`src/sv/ssw_pkg.sv`:
```
// Shared constants, types and the segment decoder for the stopwatch display block.
// No dependencies; every other file of the block but ssw_tick_if imports this package.
package ssw_pkg;

	// Display geometry
	localparam int NUM_DIGITS = 4;
	localparam int SCAN_W     = (NUM_DIGITS > 1) ? $clog2(NUM_DIGITS) : 1;
	localparam int DIGIT_W    = 4;
	localparam int SEG_W      = 7;
	localparam int EN_W       = 4;

	// Tick counter and limit register
	localparam int                LIMIT_W     = 14;
	localparam logic [LIMIT_W-1:0] LIMIT_RESET = 14'd9990;

	// Decimal digit codes
	localparam logic [DIGIT_W-1:0] DIGIT_ZERO = 4'd0;
	localparam logic [DIGIT_W-1:0] DIGIT_NINE = 4'd9;

	// Segment code for anything that is not a decimal digit: all segments dark
	localparam logic [SEG_W-1:0] SEG_BLANK = 7'h7F;

	// Controls sent from the tick logic to the digit chain
	typedef struct packed {
		logic load;  // an item is accepted this cycle
		logic clear; // all digits go to zero before the increment
		logic inc;   // bump the decade counter
	} ssw_chain_ctl_t;

	// Active-low common-anode segments g..a for one digit
	function automatic logic [SEG_W-1:0] seg_decode(input logic [DIGIT_W-1:0] d);
		logic [SEG_W-1:0] seg;
		case (d)
			4'd0:    seg = 7'b1000000;
			4'd1:    seg = 7'b1111001;
			4'd2:    seg = 7'b0100100;
			4'd3:    seg = 7'b0110000;
			4'd4:    seg = 7'b0011001;
			4'd5:    seg = 7'b0010010;
			4'd6:    seg = 7'b0000010;
			4'd7:    seg = 7'b1111000;
			4'd8:    seg = 7'b0000000;
			4'd9:    seg = 7'b0010000;
			default: seg = SEG_BLANK;
		endcase
		return seg;
	endfunction

endpackage

```
`src/sv/ssw_tick_if.sv`:
```
// Input channel: one millisecond tick item carrying the sampled button level.
// Does not depend on ssw_pkg; the payload is a single bit.
interface ssw_tick_if;
	logic valid;
	logic ready;
	logic button_level;

	modport source (output valid, output button_level, input ready);
	modport sink   (input valid, input button_level, output ready);
endinterface

```
`src/sv/ssw_result_if.sv`:
```
// Output channel: one display item per tick (segments, digit enable, status flags).
// Depends on ssw_pkg for the field widths.
interface ssw_result_if;
	import ssw_pkg::*;

	logic             valid;
	logic             ready;
	logic [SEG_W-1:0] segments;
	logic [EN_W-1:0]  digit_enable;
	logic             done_led;
	logic             running;

	modport source (output valid, output segments, output digit_enable,
		output done_led, output running, input ready);
	modport sink   (input valid, input segments, input digit_enable,
		input done_led, input running, output ready);
endinterface

```
`src/sv/ssw_digit_cell.sv`:
```
// One decade of the ripple BCD counter: holds a digit and passes its carry on.
// Depends on ssw_pkg.
module ssw_digit_cell (
	input  logic                    clk,
	input  logic                    arst_n,
	input  ssw_pkg::ssw_chain_ctl_t ctl,
	input  logic                    carry_in,
	output logic                    carry_out,
	output logic [ssw_pkg::DIGIT_W-1:0] digit_next
);
	import ssw_pkg::*;

	logic [DIGIT_W-1:0] digit_q;
	logic [DIGIT_W-1:0] base;

	// Clear first, then increment; anything at nine or above rolls to zero
	always_comb begin
		base = ctl.clear ? DIGIT_ZERO : digit_q;
		carry_out = carry_in && (base >= DIGIT_NINE);
		if (!carry_in) begin
			digit_next = base;
		end else if (base >= DIGIT_NINE) begin
			digit_next = DIGIT_ZERO;
		end else begin
			digit_next = base + DIGIT_W'(1);
		end
	end

	always_ff @(posedge clk or negedge arst_n) begin
		if (!arst_n) begin
			digit_q <= DIGIT_ZERO;
		end else if (ctl.load) begin
			digit_q <= digit_next;
		end
	end
endmodule

```
`src/sv/ssw_digit_chain.sv`:
```
// Row of decade cells forming the shown count, plus the scan select of one digit.
// Depends on ssw_pkg and ssw_digit_cell.
module ssw_digit_chain (
	input  logic                        clk,
	input  logic                        arst_n,
	input  ssw_pkg::ssw_chain_ctl_t     ctl,
	input  logic [ssw_pkg::SCAN_W-1:0]  sel,
	output logic [ssw_pkg::DIGIT_W-1:0] shown
);
	import ssw_pkg::*;

	logic [NUM_DIGITS:0]  carry;
	logic [DIGIT_W-1:0]   digit_next [NUM_DIGITS];

	// Carry enters at the least significant digit
	assign carry[0] = ctl.inc;

	for (genvar i = 0; i < NUM_DIGITS; i++) begin : g_cell
		ssw_digit_cell u_cell (
			.clk        (clk),
			.arst_n     (arst_n),
			.ctl        (ctl),
			.carry_in   (carry[i]),
			.carry_out  (carry[i+1]),
			.digit_next (digit_next[i])
		);
	end

	// Scanned digit taken from the updated count
	assign shown = digit_next[sel];
endmodule

```
`src/sv/stopwatch_seven_segment_scan.sv`:
```
// Stopwatch with a multiplexed four-digit seven-segment display.
// Depends on ssw_pkg, ssw_tick_if, ssw_result_if and ssw_digit_chain.
//
// Each accepted tick item is one millisecond with the sampled button level. A falling
// edge of the button starts the count from zero when stopped and stops it (digits
// blanked to zero) when running; reaching count_limit stops the count, zeroes the
// digits and lights done_led until the next start. Every tick produces exactly one
// display item: the active-low segments and one-hot enable of the next scanned digit.
// One item is taken per clock cycle unless the output stalls; the result sits in an
// output register in the cycle after the tick, and a new tick is accepted whenever
// that register is empty or is being drained in the same cycle. count_limit is written
// through limit_we/limit_wdata and resets to 9990.
module stopwatch_seven_segment_scan (
	input  logic                        clk,
	input  logic                        arst_n,
	input  logic                        limit_we,
	input  logic [ssw_pkg::LIMIT_W-1:0] limit_wdata,
	ssw_tick_if.sink                    tick,
	ssw_result_if.source                result
);
	import ssw_pkg::*;

	logic [LIMIT_W-1:0] limit_q;
	logic [LIMIT_W-1:0] tick_count_q;
	logic               button_prev_q;
	logic               run_q;
	logic               led_q;
	logic [SCAN_W-1:0]  scan_q;
	logic               out_valid_q;
	logic [SEG_W-1:0]   segments_q;
	logic [EN_W-1:0]    enable_q;
	logic               done_q;
	logic               running_q;

	logic               accept;
	logic               limit_hit;
	logic               run_lim;
	logic               led_lim;
	logic               fall;
	logic               start;
	logic               stop;
	logic               run_next;
	logic               led_next;
	logic [LIMIT_W-1:0] tick_next;
	logic [SCAN_W-1:0]  scan_next;
	logic [EN_W-1:0]    enable_next;
	logic [DIGIT_W-1:0] shown;
	ssw_chain_ctl_t     chain_ctl;

	// Handshake: output register is free or drains this cycle
	assign tick.ready = !out_valid_q || result.ready;
	assign accept     = tick.valid && tick.ready;

	// Limit check, then button edge, then count
	always_comb begin
		limit_hit = tick_count_q >= limit_q;
		run_lim   = limit_hit ? 1'b0 : run_q;
		led_lim   = limit_hit ? 1'b1 : led_q;
		fall      = button_prev_q && !tick.button_level;
		start     = fall && !run_lim;
		stop      = fall && run_lim;
		run_next  = start ? 1'b1 : (stop ? 1'b0 : run_lim);
		led_next  = start ? 1'b0 : led_lim;
		tick_next = start ? '0 : tick_count_q;
		if (run_next) begin
			tick_next = tick_next + LIMIT_W'(1);
		end
		chain_ctl.load  = accept;
		chain_ctl.clear = limit_hit || stop;
		chain_ctl.inc   = run_next;
	end

	ssw_digit_chain u_chain (
		.clk    (clk),
		.arst_n (arst_n),
		.ctl    (chain_ctl),
		.sel    (scan_q),
		.shown  (shown)
	);

	// Scan position and its one-hot enable
	always_comb begin
		if (scan_q == SCAN_W'(NUM_DIGITS - 1)) begin
			scan_next = '0;
		end else begin
			scan_next = scan_q + SCAN_W'(1);
		end
		enable_next = '0;
		if (32'(scan_q) < EN_W) begin
			enable_next = EN_W'(1) << scan_q;
		end
	end

	// Configuration register
	always_ff @(posedge clk or negedge arst_n) begin
		if (!arst_n) begin
			limit_q <= LIMIT_RESET;
		end else if (limit_we) begin
			limit_q <= limit_wdata;
		end
	end

	// Stopwatch state
	always_ff @(posedge clk or negedge arst_n) begin
		if (!arst_n) begin
			tick_count_q  <= '0;
			button_prev_q <= 1'b0;
			run_q         <= 1'b0;
			led_q         <= 1'b0;
			scan_q        <= '0;
		end else if (accept) begin
			tick_count_q  <= tick_next;
			button_prev_q <= tick.button_level;
			run_q         <= run_next;
			led_q         <= led_next;
			scan_q        <= scan_next;
		end
	end

	// Output register valid
	always_ff @(posedge clk or negedge arst_n) begin
		if (!arst_n) begin
			out_valid_q <= 1'b0;
		end else if (accept) begin
			out_valid_q <= 1'b1;
		end else if (result.ready) begin
			out_valid_q <= 1'b0;
		end
	end

	// Output payload
	always_ff @(posedge clk) begin
		if (accept) begin
			segments_q <= seg_decode(shown);
			enable_q   <= enable_next;
			done_q     <= led_next;
			running_q  <= run_next;
		end
	end

	assign result.valid        = out_valid_q;
	assign result.segments     = segments_q;
	assign result.digit_enable = enable_q;
	assign result.done_led     = done_q;
	assign result.running      = running_q;
endmodule
```
`src/flat_wrapper.sv`:
```
// flat-port wrapper written by rule: the top's interface ports become plain ports
module stopwatch_seven_segment_scan_flat import ssw_pkg::*;
  (clk, arst_n, limit_we, limit_wdata, tick_valid, tick_button_level, tick_ready, result_valid, result_segments, result_digit_enable, result_done_led, result_running, result_ready);
  ssw_tick_if tick_i ();
  ssw_result_if result_i ();
  input  logic clk;
  input  logic arst_n;
  input  logic limit_we;
  input  logic [ssw_pkg::LIMIT_W-1:0] limit_wdata;
  input wire logic [$bits(tick_i.valid)-1:0] tick_valid;
  input wire logic [$bits(tick_i.button_level)-1:0] tick_button_level;
  output wire logic [$bits(tick_i.ready)-1:0] tick_ready;
  output wire logic [$bits(result_i.valid)-1:0] result_valid;
  output wire logic [$bits(result_i.segments)-1:0] result_segments;
  output wire logic [$bits(result_i.digit_enable)-1:0] result_digit_enable;
  output wire logic [$bits(result_i.done_led)-1:0] result_done_led;
  output wire logic [$bits(result_i.running)-1:0] result_running;
  input wire logic [$bits(result_i.ready)-1:0] result_ready;
  assign tick_i.valid = tick_valid;
  assign tick_i.button_level = tick_button_level;
  assign tick_ready = tick_i.ready;
  assign result_valid = result_i.valid;
  assign result_segments = result_i.segments;
  assign result_digit_enable = result_i.digit_enable;
  assign result_done_led = result_i.done_led;
  assign result_running = result_i.running;
  assign result_i.ready = result_ready;
  stopwatch_seven_segment_scan u_core (.clk(clk), .arst_n(arst_n), .limit_we(limit_we), .limit_wdata(limit_wdata), .tick(tick_i), .result(result_i));
endmodule
```
`config.mk`:
```
export PLATFORM = sky130hd
export DESIGN_NAME = stopwatch_seven_segment_scan_flat
export DESIGN_NICKNAME = d
export VERILOG_FILES = /design/src/sv/ssw_pkg.sv /design/src/sv/ssw_tick_if.sv /design/src/sv/ssw_result_if.sv /design/src/sv/ssw_digit_cell.sv /design/src/sv/ssw_digit_chain.sv /design/src/sv/stopwatch_seven_segment_scan.sv /design/src/flat_wrapper.sv
export SDC_FILE = /design/constraint.sdc
export NUM_CORES = 1
export LEC_CHECK = 0
export BUFFER_PORTS_ARGS = -buffer_cell sky130_fd_sc_hd__buf_2
export CORE_MARGIN = 4
export CORE_UTILIZATION = 25
export CTS_BUF_LIST = sky130_fd_sc_hd__clkbuf_8
export DETAILED_ROUTE_END_ITERATION = 10
export HOLD_SLACK_MARGIN = 0.02
export PLACE_DENSITY_LB_ADDON = 0.08
export SETUP_SLACK_MARGIN = 0.15
export SLEW_MARGIN = 30
export SYNTH_ARGS = -nofsm -noshare
export SYNTH_HDL_FRONTEND = slang
export SYNTH_SLANG_ARGS = --single-unit
export TNS_END_PERCENT = 100
```
`constraint.sdc`:
```
create_clock -name clk -period 5.05 [get_ports clk]
set_input_delay 1.01 -clock clk [delete_from_list [all_inputs] [get_ports clk]]
set_output_delay 1.01 -clock clk [all_outputs]
set_load 0.02 [all_outputs]
```
; ---- Word-level counts from Yosys, hierarchy flattened
; Memories as Yosys holds them, arrays and structs flattened. A register that Yosys moved wholly into a read port is not among the register bits.
; Index checks and enable logic that the tools add are counted.
[word_totals]
mem_count = 1
mem_bits_ro = 112
regBits = 56
out_inout_bits = 15
[memory_table]
columns = memory, depth, word_bits, rd, rd_clocked_by_memory_dff, wr, line
row1 = (no name shown), 16, 7, 1, 1, 0, ssw_pkg.sv:33  ; case (d)
[op_classes]
n_reduce_logical = 13
eq_ne = 1
n_addsub = 6
shifts = 1
n_mux = 25
n_lt_le_gt_ge = 6
bitwise = 1
[ops]
columns = operator, count
row1 = $mux W4, 14
row2 = $mux W14, 2
row3 = $add A4 B1 Y4 const B, 4
row4 = $ge A4 B4 Y1 const B, 4
row5 = $add A14 B1 Y14 const B, 1
row6 = $ge A14 B14 Y1, 1
row7 = $bmux W4 S2, 1
row8 = $logic_and A1 B1 Y1, 7
row9 = $mux W1, 7
row10 = $shl A1 B2 Y4 const A, 1
row11 = $ge A3 B3 Y1 const B, 1
row12 = $logic_not A1 Y1, 3
row13 = $not A2 Y3, 1
row14 = $add A2 B1 Y2 const B, 1
row15 = $eq A2 B2 Y1 const B, 1
row16 = $logic_or A1 B1 Y1, 2
row17 = $mux W2, 1
row18 = $reduce_bool A2 Y1, 1

; ---- Longest topological paths before layout
[depth]
word_depth = 13
ltp_mapped = 28

; ---- Modules after synthesis
; Synthesis repeated with hierarchy kept, for this count alone.
[unflattened]
cells_unflattened = 406
hier_area_um2 = 3937.5
[modules_own_cells]
columns = mod, seq_area_each_um2, instances, cells_per_inst, area_each_um2
row1 = stopwatch_seven_segment_scan, 1248.7, 1, 258, 2536.2
row2 = ssw_digit_cell, 100.1, 4, 36, 324.1
row3 = ssw_digit_chain, 0.0, 1, 4, 105.1

; ---- Worst setup path before layout
; Ideal clock, no wire load.
[synth_timing]
path_type = reg2reg
start = register u_core.limit_q[13]
end = register u_core.segments_q[0] (netlist: u_core.result.segments[0]), data pin
required_ps = 4788
setup_time_ps = 262
stages_incl_launch_ff = 26
path_buffers = 1
synth_period_minus_slack_ps = 5027
t_arrival_ps = 4765
slack_ps = 23
cell_sequence = dfstp_2 inv_1 ha_1 nand4_1 a211o_1 o21a_1 nand2_1 inv_1 ha_1 nor3b_1 o21ai_0 clkbuf_1 nor2_1 inv_1 ha_1 nor3b_1 nor2_1 a22o_1 a221oi_1 a21oi_1 a32oi_1 inv_1 ha_1 or2_1 a21oi_1 a21oi_1
[synth_via]
elab_chain_len = 13
elab_cells_between_ends = 34
[synth_rtl]
columns = item, line
row1 = from (decl), stopwatch_seven_segment_scan.sv:23  ; logic [LIMIT_W-1:0] limit_q;
row2 = from (signal assigned), stopwatch_seven_segment_scan.sv:99  ; limit_q <= limit_wdata;
row3 = $ge A14 B14 Y1 *, stopwatch_seven_segment_scan.sv:56  ; limit_hit = tick_count_q >= limit_q;
row4 = $mux W1, stopwatch_seven_segment_scan.sv:57  ; run_lim = limit_hit ? 1'b0 : run_q;
row5 = $logic_and A1 B1 Y1, stopwatch_seven_segment_scan.sv:61  ; stop = fall && run_lim;
row6 = $logic_or A1 B1 Y1, stopwatch_seven_segment_scan.sv:69  ; chain_ctl.clear = limit_hit || stop;
row7 = $mux W4, ssw_digit_cell.sv:18  ; base = ctl.clear ? DIGIT_ZERO : digit_q;
row8 = $ge A4 B4 Y1, "ssw_digit_cell.sv:19, ssw_digit_cell.sv:22"
row9 = $logic_and A1 B1 Y1 (3 in a row), ssw_digit_cell.sv:19  ; carry_out = carry_in && (base >= DIGIT_NINE);
row10 = $mux W4, ssw_digit_cell.sv:20  ; if (!carry_in) begin
row11 = $bmux W4 S2 *, ssw_digit_chain.sv:30  ; assign shown = digit_next[sel];
row12 = $mux W4 (not written as such) * (2 in a row), ssw_digit_chain.sv:30
row13 = to (decl), stopwatch_seven_segment_scan.sv:30  ; logic [SEG_W-1:0] segments_q;
; Mark *: on every way between the ends. The rest lies on a longest branch, timed or not. The select of a mux whose other input is x is not followed.
; A chain may end at the register's enable or synchronous reset.

; ---- Worst setup path in the final report
; Ends and elaborated chain as after synthesis.

==> metrics.md <==
| Metric | Value |
|---|---|
| Share of post-route cells with drive strength above 1 | between 20% and 30% |
| Antenna viol nets, final | 0 |
| Post-layout worst setup margin | ~0.27 ns |
| Maximum operating frequency | 209 MHz |
| Net Sw Frac | 38.6% |
| CTS tree | built |
| Syn_nets | 498 |
| Fraction of registers with async set/reset | 79.4% |
| Total half-perimeter wirelength after legalization and detailed placement | between 7000 and 8000 µm |
| RSZ-0062 raised after global routing | true |
| Sinks on Clock Net | 63 |
| # placed instances | between 700 and 800 |
| Worst Setup Slack post-DPL | -0.0765 ns |
| Total count of hold-check failures in the final report | 0 |
| Number of distinct library cells after synthesis | 62 |
| Sequential share of power | 33.8% |
| Gp weighted congestion | 0.777 |
| CP cell instances | inv_2, ha_4, nand4_1, a211o_1, o21a_1, nand2_1, inv_1, ha_2, nor3b_2, buf_4, o21ai_1, nor2_2, inv_1, ha_2, or3b_4, and4_4, buf_6, a31o_2, o211ai_1, a311oi_4, buf_4, or2_1, a21oi_2, a21oi_1 |
| Power Dens Cells | 431 nW/µm² |
| Initial antenna violation count | 0 |
| Int Pwr | 0.00135 W |
| Maximum fanout count along the critical path | 7 |
| Routed length per placed instance | 14.3 µm |
| Final antenna diode count | 0 |
| Worst-path clk slew | 0.07 ns |
| Post-route clock period utilization | between 90% and 100% |
| Clock insertion delay at the later pin of the skew report | 0.36 ns |
| TNS Setup | 0 ns |
| Vias after detailed routing | 3,299 |
| Total setup violations reported at the end of the flow | 0 |
| Remaining DRCs | 0 |
| Worst vdd ir | 153 µV |
| Slowest stage cell, crit path | dfstp_2 |
| CTS H-Tree Depth | 3 |
| Pins over their slew limit | 0 |
| Kind of cell adding the most delay to the critical path | simple AND/OR/NAND/NOR gates |
| Yosys synthesis warning count | 0 |
| CTS Root Buffer Type | clkbuf_8 |
| Yosys reg bits | 63 |
| Most used cells in the layout excluding fill and tap cells | nand2_1 (71), dfrtp_1 (44), buf_4 (40), o21ai_0 (38), inv_1 (35) |
| Via count of the first global-routing pass | 3,313 |
| Clock period minus final worst setup slack | 4.78 ns |
| Final setup skew | ~0.011 ns |
| Die ar. | 18,000 µm² |
| Global-route wire length before repair | 17,200 µm |
| Syn Inst Count | roughly 440 |
| Data arrival time at the worst-slack endpoint | 4.88 ns |
| Fin nets | 570 |
| Final Routed Wirelength | roughly 10,000 µm |
| Element type at the critical path end | register |
| Number of DRC violations after detailed-routing iteration 0 | 208 |
| IO Count | 35 |
| Number of fill cells | 1,625 |
| Dominant register cell in the synthesized netlist | dfrtp_1 |
| Count of flip-flops with a built-in enable after synthesis | 13 |
| Worst slew slack as a fraction of its limit | 51.8% |
| Inserted Clock Buffers | 9 |
| Sequential element share of the synthesized area | 41.5% |
| Leading cell type in the layout, fill and taps excluded | nand2_1 |
| GRT Resource Usage Total | 12.0% |
| Total of buffers placed on input and output ports | 34 |
| Netlist Area Pre-Place | 3970 µm² |
| Lkg Pwr | 2.24 nW |
| Total global routing overflow | 0 |
| Data required time of the worst path | 5.15 ns |
| Result of the run | finished, final reports clean |
| Horiz. Die Dim | 134 µm |
| Initial Utilization | between 20% and 30% |
| Final non-filler cell total | 731 |
| Initial DRT Pass Iterations | 4 |
| Core region area | 15,400 µm² |
| Slew of the pin with the lowest slew margin | just over 0.7 ns |
| Crit start category | register |
| Clock Tree Buf Depth | 2 |
| Highest cell delay on the worst timing path | 0.53 ns |
| Number of placement rows | 45 |
| Net Sw Power | 0.000844 W |
| Die Span Y | 134 µm |
| Count of max-cap constraint violations | 0 |
| Type of the worst setup path | register to register |
| Logic pwr share | 44.7% |
| Final-layout worst hold slack | 0.471 ns |
| Average vias per placed instance | 4.51 |
| Number of buffer and inverter instances along the worst setup path | 6 |
| Area added between synthesis and finish | 27.9% |
| HP Class | register to register |
| Post-Synthesis Mean Instance Area | 8.97 µm² |
| Share of total power in the clock network | 21.6% |
| Maximum number of pins on one net before global-route repair | a little over 50 |
-- worst reg2reg max path: stages, from the launching register on --
cell      delay, ns
dfstp_2        0.53
inv_2          0.04
ha_4           0.25
nand4_1        0.13
a211o_1        0.27
o21a_1         0.21
nand2_1        0.08
inv_1          0.05
ha_2           0.17
nor3b_2        0.19
buf_4          0.14
o21ai_1        0.08
nor2_2         0.13
inv_1          0.09
ha_2           0.21
or3b_4         0.42
and4_4         0.25
buf_6          0.13
a31o_2         0.20
o211ai_1       0.16
a311oi_4       0.17
buf_4          0.19
or2_1          0.21
a21oi_2        0.16
a21oi_1        0.06
-- final timing paths --
path,start,endpoint,slack (ns),depth (start not counted)
min in group asynchronous,arst_n,u_core.scan_q[1],0.79,2
worst max-delay path,u_core.limit_q[13],u_core.result.segments[0],0.27,24
worst min register to register,u_core.button_prev_q,u_core.button_prev_q,0.47,2
max in group asynchronous,arst_n,u_core.tick_count_q[3],3.78,2
worst max register to register,u_core.limit_q[13],u_core.result.segments[0],0.27,24
worst min-delay path,u_core.button_prev_q,u_core.button_prev_q,0.47,2
-- registers in the layout (all words and copies together), names as in the netlist --
signal                                count
u_core.button_prev_q                      1
u_core.led_q                              1
u_core.limit_q                           14
u_core.result.digit_enable                4
u_core.result.done_led                    1
u_core.result.running                     1
u_core.result.segments                    7
u_core.result.valid                       1
u_core.run_q                              1
u_core.scan_q                             2
u_core.tick_count_q                      14
u_core.u_chain.g_cell.u_cell.digit_q     16
-- cells in the mapped netlist (5+ instances only) --
library cell	count	area share, %
dfstp_2	6	4.0
and2_1	7	1.1
ha_1	35	11
nand2_1	76	7.2
nand3_1	9	1.1
nor2_1	21	2.0
a21oi_1	28	3.5
nor2b_1	6	0.94
inv_1	37	3.5
nand4_1	6	0.94
dfrtp_1	44	28
edfxtp_1	13	9.8
nor3b_1	5	0.94
nor3_1	5	0.63
o21ai_0	43	5.4
clkbuf_1	16	1.5
nand2b_1	7	1.1
o31ai_1	6	1.1
xor2_1	6	1.3
-- timing repair --
| item | 4_1_cts | 5_1_grt |
|---|---|---|
| endpoints found under the setup margin | 7 | 7 |
| hold buffers | 0 | 0 |
| gates resized for setup | 14 | 43 |
| setup buffers | 2 | 8 |
| gates cloned | 0 | 0 |
| pin swaps | 1 | 22 |
-- cell families after synthesis --
group           share of synthesized area (%)
xor+xnor                                 2.20
fa+ha+maj                                11.0
mux                                      1.29
simple gates                             19.5
compound gates                           19.1
flops                                    41.5
buf+inv                                  5.38
-- layer usage --
layer  routed length (µm)  GRT usage [%]  part of all wire (%)  vias to the layer above
met5                    0              0                     0                        -
met4                  216           5.32                   2.1                        0
met3                  372           2.33                   3.6                       13
met2                 4490           17.5                    43                       46
met1                 5380           17.3                    51                     1553
li1                     -              -                     -                     1687
-- final cells by class --
cell class	instances	area (µm²)	area share (%)
Multi-Input combinational cell	325	2300	45.2
Sequential cell	63	1650	32.5
Timing Repair Buffer	78	515	10.1
Tap cell	211	264	5.20
Clock buffer	12	165	3.25
Inverter	38	145	2.86
Clock inverter	4	45.0	0.886
-- through the flow --
stage	total power, W	area, µm²	utilization (%)
6_report	0.00219	5080	33.1
5_1_grt	0.00237	5080	33.1
4_1_cts	0.00216	4870	31.7
3_5_place_dp	0.00163	4600	30.0
3_3_place_gp	0.00163	4600	30.0
2_1_floorplan	0.00130	3990	-
-- power by group through the flow --
stage	Combinational [W]	Sequential (W)	Clock (W)
6_report	0.000978	0.000739	0.000472
5_1_grt	0.00110	0.000755	0.000513
4_1_cts	0.000928	0.000735	0.000494
3_5_place_dp	0.000888	0.000743	0
3_3_place_gp	0.000888	0.000743	0
2_1_floorplan	0.000542	0.000761	0
(Power assumes the default switching activity.)
